<file path="src/rtl/core/ljf_pkg.sv">
// ----------------------------------------------------------------------------
// ljf_pkg
// Shared types and constants of the Lennard-Jones (WCA) pair force pipeline.
// ----------------------------------------------------------------------------
package ljf_pkg;

    // data word of the transaction fields and width of the config registers
    localparam int WORD_BITS = 32;
    localparam int REG_W     = WORD_BITS - 1;

    // width of intermediate magnitudes, which are capped at 2^62
    localparam int VAL_W     = 63;

    // multiplier operand width, split into halves for the partial products
    localparam int MUL_W     = 64;
    localparam int HALF_W    = MUL_W / 2;

    localparam logic [VAL_W-1:0] CAP_Q      = {1'b1, {(VAL_W-1){1'b0}}};
    localparam logic [VAL_W-1:0] CAP_DIV4   = CAP_Q >> 2;
    localparam logic [VAL_W-1:0] CAP_DIV48  = CAP_Q / 48;
    localparam logic [VAL_W-1:0] OUT_MAX_Q  =
        {{(VAL_W-REG_W){1'b0}}, {REG_W{1'b1}}};

    localparam logic [REG_W-1:0] BOX_RESET    = REG_W'(1465439);
    localparam logic [REG_W-1:0] CUTOFF_RESET = REG_W'(82570);

    localparam int CFG_IDX_W = 2;

    typedef enum logic [CFG_IDX_W-1:0] {
        REG_BOX_X  = 2'd0,
        REG_BOX_Y  = 2'd1,
        REG_CUTOFF = 2'd2
    } cfg_reg_t;

    typedef struct packed {
        logic signed [WORD_BITS-1:0] delta_x;
        logic signed [WORD_BITS-1:0] delta_y;
    } lj_in_t;

    typedef struct packed {
        logic signed [WORD_BITS-1:0] force_x;
        logic signed [WORD_BITS-1:0] force_y;
        logic        [REG_W-1:0]     pair_energy;
        logic                        within_cut;
    } lj_out_t;

endpackage

</file>
<file path="src/rtl/core/ljf_div.sv">
// ----------------------------------------------------------------------------
// ljf_div
// Pipelined restoring divider for 2^(2F) / R, one quotient bit per stage.
// ----------------------------------------------------------------------------
module ljf_div #(
    parameter int FRAC_BITS = 16
) (
    input  logic                        aclk,
    input  logic                        en,
    input  logic [ljf_pkg::REG_W-1:0]   divisor,
    output logic [2*FRAC_BITS:0]        quotient
);
    import ljf_pkg::*;

    localparam int QW = 2*FRAC_BITS + 1;

    logic [REG_W-1:0] rem_reg [QW];
    logic [REG_W-1:0] dvs_reg [QW];
    logic [QW-1:0]    quo_reg [QW];

    for (genvar i = 0; i < QW; i++) begin : g_stage
        logic [REG_W-1:0] rem_in, dvs_in;
        logic [QW-1:0]    quo_in;
        logic [REG_W:0]   trial, diff;
        logic             dbit, qbit;

        // the dividend is a single one at its top bit
        assign dbit = (i == 0);

        if (i == 0) begin : g_first
            assign rem_in = '0;
            assign dvs_in = divisor;
            assign quo_in = '0;
        end else begin : g_next
            assign rem_in = rem_reg[i-1];
            assign dvs_in = dvs_reg[i-1];
            assign quo_in = quo_reg[i-1];
        end

        assign trial = {rem_in, dbit};
        assign diff  = trial - {1'b0, dvs_in};
        assign qbit  = (trial >= {1'b0, dvs_in});

        always_ff @(posedge aclk) begin
            if (en) begin
                rem_reg[i] <= qbit ? diff[REG_W-1:0] : trial[REG_W-1:0];
                dvs_reg[i] <= dvs_in;
                quo_reg[i] <= {quo_in[QW-2:0], qbit};
            end
        end
    end

    assign quotient = quo_reg[QW-1];

endmodule

</file>
<file path="config.mk">
export PLATFORM = sky130hd
export DESIGN_NAME = ljf_div
export DESIGN_NICKNAME = d
export VERILOG_FILES = /design/src/rtl/core/ljf_pkg.sv /design/src/rtl/core/ljf_div.sv
export SDC_FILE = /design/constraint.sdc
export NUM_CORES = 2
export LEC_CHECK = 0
export ABC_CLOCK_PERIOD_IN_PS = 3720
export BUFFER_PORTS_ARGS = -buffer_cell sky130_fd_sc_hd__buf_4
export CORE_MARGIN = 2
export CORE_UTILIZATION = 40
export CTS_CLUSTER_SIZE = 28
export DETAILED_ROUTE_END_ITERATION = 8
export PLACE_DENSITY = 0.55
export SYNTH_ARGS = -nofsm -noshare
export SYNTH_HDL_FRONTEND = slang
export SYNTH_SLANG_ARGS = --single-unit
</file>
<file path="constraint.sdc">
create_clock -name aclk -period 3.72 [get_ports aclk]
set_input_delay 0.558 -clock aclk [delete_from_list [all_inputs] [get_ports aclk]]
set_output_delay 0.558 -clock aclk [all_outputs]
set_load 0.005 [all_outputs]
</file>
==> metrics.md <==
| Metric | Value |
|---|---|
| Max Slew Vio Count | `0` |
| Sequential fraction of the synthesis area | `55.1%` |
| Detail Route Antenna Nets | `0` |
| Num rows | `216` |
| Die span in x | `593 microns` |
| Dominant cells by area after synthesis | `edfxtp_1, ha_1, a21oi_1` |
| Ys async rst share | `0%` |
| Worst path cell trace | `fa_2, a211oi_2, o21ai_1, nand3_1, a21oi_2, o22ai_2, buf_4, a211o_1, a21oi_2, o2111a_1, a2111oi_4, buf_6, clkbuf_16, mux2_4` |
| Worst setup path category | `flop to flop` |
| Vias in the first global route | `90,134` |
| Cell Area, Synth | `around 0.14 sq mm` |
| Clk_lat worst skew | `about 0.9 ns` |
| Layout cell share with drive strength beyond 1 | `11.5%` |
| Slowest stage cell, crit path | `fa_2` |
| First DRT Iteration DRCs | `6,806` |
| I/O pin count | `66` |
| Crit path time final | `3.64 ns` |
| Global-route wire length before repair | `520,000 microns` |
| Starting Density | `40.1%` |
| Fin crit share | `97.8%` |
| Post-DP HPWL | `252,000 microns` |
| Slew margin rel. | `29.0%` |
| CTS Root Cell | `clkbuf_16` |
| CTS H-tree depth | `5` |
| Mapped Cells | `11,968` |
| DR vias/cell | `5.31` |
| Routed WL per cell | `19.5 microns` |
| Min-Delay Path Class | `input pin to flop` |
| Endpoint type of the worst setup path | `flop` |
| Critical path data required time | `roughly 4.4 ns` |
| Final hold viol count | `0` |
| Maxcap violations | `0` |
| GRT Total Usage | `about a fifth` |
| Area growth syn-to-layout | `14.2%` |
| Status | `finished, final reports clean` |
| Syn avg cell area | `between 10 and 15 sq um` |
| Leak | `64.3 nW` |
| Post-synth EDFFs | `2,545` |
| Largest net degree at the start of global routing | `164` |
| RePlAce Congestion | `0.908` |
| Post-synth top area cell | `edfxtp_1` |
| Count of unique library cells instantiated by Yosys | `between 90 and 100` |
| Worst Setup SP | `rem_reg[0][155]$_SDFFCE_PN0P_` |
| Final design utilization | `45.8%` |
| Max Fanout on Critical Path | `8` |
| Total global routing overflow | `0` |
| Final number of setup-violating endpoints | `0` |
| R2r startpoint | `rem_reg[0][155]$_SDFFCE_PN0P_` |
| Final nets | `13,546` |
| Final WL | `roughly 340,000 microns` |
| Vias after detailed routing | `91,858` |
| VDD IR max | `506 uV` |
| Post-synth top area share | `~55%` |
| Maximum clock frequency | `275 MHz` |
| Ys Warns | `0` |
| Worst-Margin Slew | `between 1 and 1.5 ns` |
| CORE AREA | `0.345 sq mm` |
| CTS buffer count | `294` |
| Hold Slack | `0.0966 ns` |
| Final Power | `143 mW` |
| Longest Clk Path Bufs | `4` |
| R2R cell count | `14` |
| Number of port buffers | `65` |
| CP Capture Point | `rem_reg[0][188]$_DFFE_PP_` |
| DR pass1 iterations | `8` |
| Worst setup margin | `0.0807 ns` |
| Die H | `593 microns` |
| Dominant register cell in the synthesized netlist | `edfxtp_1` |
| Pre-CTS setup slack | `-0.0988 ns` |
| Initial antenna violation count | `4` |
| CP max stage delay | `0.44 ns` |
| Clk pin slew, worst setup/hold paths | `about 0.060 ns` |
| Reg-to-reg endpoint | `rem_reg[0][188]$_DFFE_PP_` |
| Clock sinks | `2,545` |
| RSZ-0062 raised after global routing | `true` |
| Worst EP arrival | `4.27 ns` |
| Die area | `0.351 sq mm` |
| Drc violations | `0` |
| Power density cells | `901 mW/mm^2` |
| Most Frequent Cell on Critical Path | `a21oi_2` |
| CTS tree | `built` |
| Clock skew | `0.0545 ns` |
| TNS Setup | `0 ns` |
| Post-synthesis register bit count | `between 2,000 and 3,000` |
| Nature of the critical path startpoint | `flop` |
| R2r setup slk | `0.08 ns` |
==> routing by layer <==
metal | GRT usage (%) | routed length, microns | vias to the layer above
li1 | - | - | 45048
met1 | 24.3 | 148000 | 44243
met2 | 33.0 | 168000 | 2039
met3 | 1.93 | 13100 | 528
met4 | 5.34 | 9120 | 0
met5 | 0 | 0 | -
==> power breakdown <==
group / switching [mW] / internal (mW)
sequential: 5.35 / 42.5
clock: 11.9 / 17.2
combinational: 35.9 / 29.7
total: 53.1 / 89.4
==> worst min-delay path by stage <==
stage	from	end	slack, ns	cells past startpoint
final	en	rem_reg[0][340]$_DFFE_PP_	0.1	1
after global routing	en	rem_reg[0][340]$_DFFE_PP_	0.05	1
after CTS	en	rem_reg[0][340]$_DFFE_PP_	0.02	1
after detailed placement	quo_reg[0][1003]$_DFFE_PP_	quo_reg[0][1037]$_DFFE_PP_	0.40	0
after global placement	quo_reg[0][102]$_DFFE_PP_	quo_reg[0][136]$_DFFE_PP_	0.40	0
after floorplan	quo_reg[0][966]$_DFFE_PP_	quo_reg[0][1000]$_DFFE_PP_	0.40	0
==> kinds of logic after synthesis <==
logic type | count (synthesis) | share of synthesized area (%)
fa+ha+maj | 1023 | 9.40
buf+inv | 1507 | 4.15
compound gates | 3182 | 14.5
xor+xnor | 835 | 5.28
mux | 387 | 3.13
flops | 2545 | 55.1
simple gates | 2488 | 8.44
other cells | 1 | 0.00271
==> critical path: cells and delay by family (launching register included) <==
kind                     cells  cell delay (ns)
buffers and inverters        3             0.52
AND/OR/NAND/NOR              1             0.15
adder cells (fa/ha/maj)      1             0.44
flip-flops                   1             0.42
AO/OA/AOI/OAI                8             1.57
multiplexers                 1             0.30
==> cell usage after synthesis (13+ instances only) <==
cell       count
a211oi_1     108
o21bai_1     127
mux2i_1       13
nand2b_1     101
buf_2         26
and4_1        36
a31o_2        16
o211ai_1      36
o41ai_1       18
nor4_1        24
or3_1         43
inv_1       1226
nor3_1       127
nor2_1       734
a21oi_1     1009
nor2b_1      117
o2111ai_1     18
a2111oi_0     24
a31oi_1      105
nand4_1      142
and3_1        76
xor2_1       322
o22ai_1       15
a221o_1       13
ha_1         992
fa_1          31
a41oi_1       24
clkbuf_1     230
nand2_1      759
a21boi_0      34
and2_1        59
o31a_1        16
mux2_2       372
o21a_1       100
xnor2_1      513
o221ai_1      17
a221oi_1      31
o21ai_0      720
edfxtp_1    2545
nand3_1      165
a211o_1       32
a21o_1       529
or2_2         42
o31ai_1       64
a311oi_1      22
==> layout by cell type, fill, tap and decap left out, types with 58 or more instances in the layout <==
master     instances
and2_1            59
nor2b_1          117
a21oi_1          985
nor3_1           126
edfxtp_1        2545
a21o_1           528
a31oi_1           92
o21bai_1         125
xnor2_1          513
clkbuf_16        311
nand2b_1         101
a211oi_1          97
o31ai_1           58
and3_1            76
o21ai_0          702
o21a_1           100
nand3_1          164
nor2_1           733
inv_1           1224
xor2_1           322
nand4_1          142
nand2_1          758
buf_4            393
mux2_2           343
ha_1             990
==> stage by stage <==
| step | std cells | instance area [sq um] |
|---|---|---|
| 2_1_floorplan | 11981 | 139000 |
| 6_report | 17307 | 158000 |
| 3_5_place_dp | 16705 | 147000 |
| 4_1_cts | 17270 | 157000 |
| 5_1_grt | 17305 | 158000 |
| 3_3_place_gp | 16705 | 147000 |
==> what timing repair did <==
action / in CTS / in global routing
cloned: 3 / 7
resized for setup: 6 / 169
pin swaps: 6 / 42
setup endpoints to repair: 84 / 469
hold buffers: 31 / 0
setup buffers: 2 / 25
hold endpoints to repair: 32 / 0
==> layout make-up <==
type | count | area, sq um
Clock buffer | 361 | 7860
Timing Repair Buffer | 491 | 4590
Tap cell | 4578 | 5730
Multi-Input combinational cell | 7931 | 57300
Fill cell | 31391 | 187000
Antenna cell | 6 | 15.0
Inverter | 1227 | 4610
Sequential cell | 2545 | 76400
Clock inverter | 168 | 1800
Note: power is estimated with default switching activity, not from simulation.
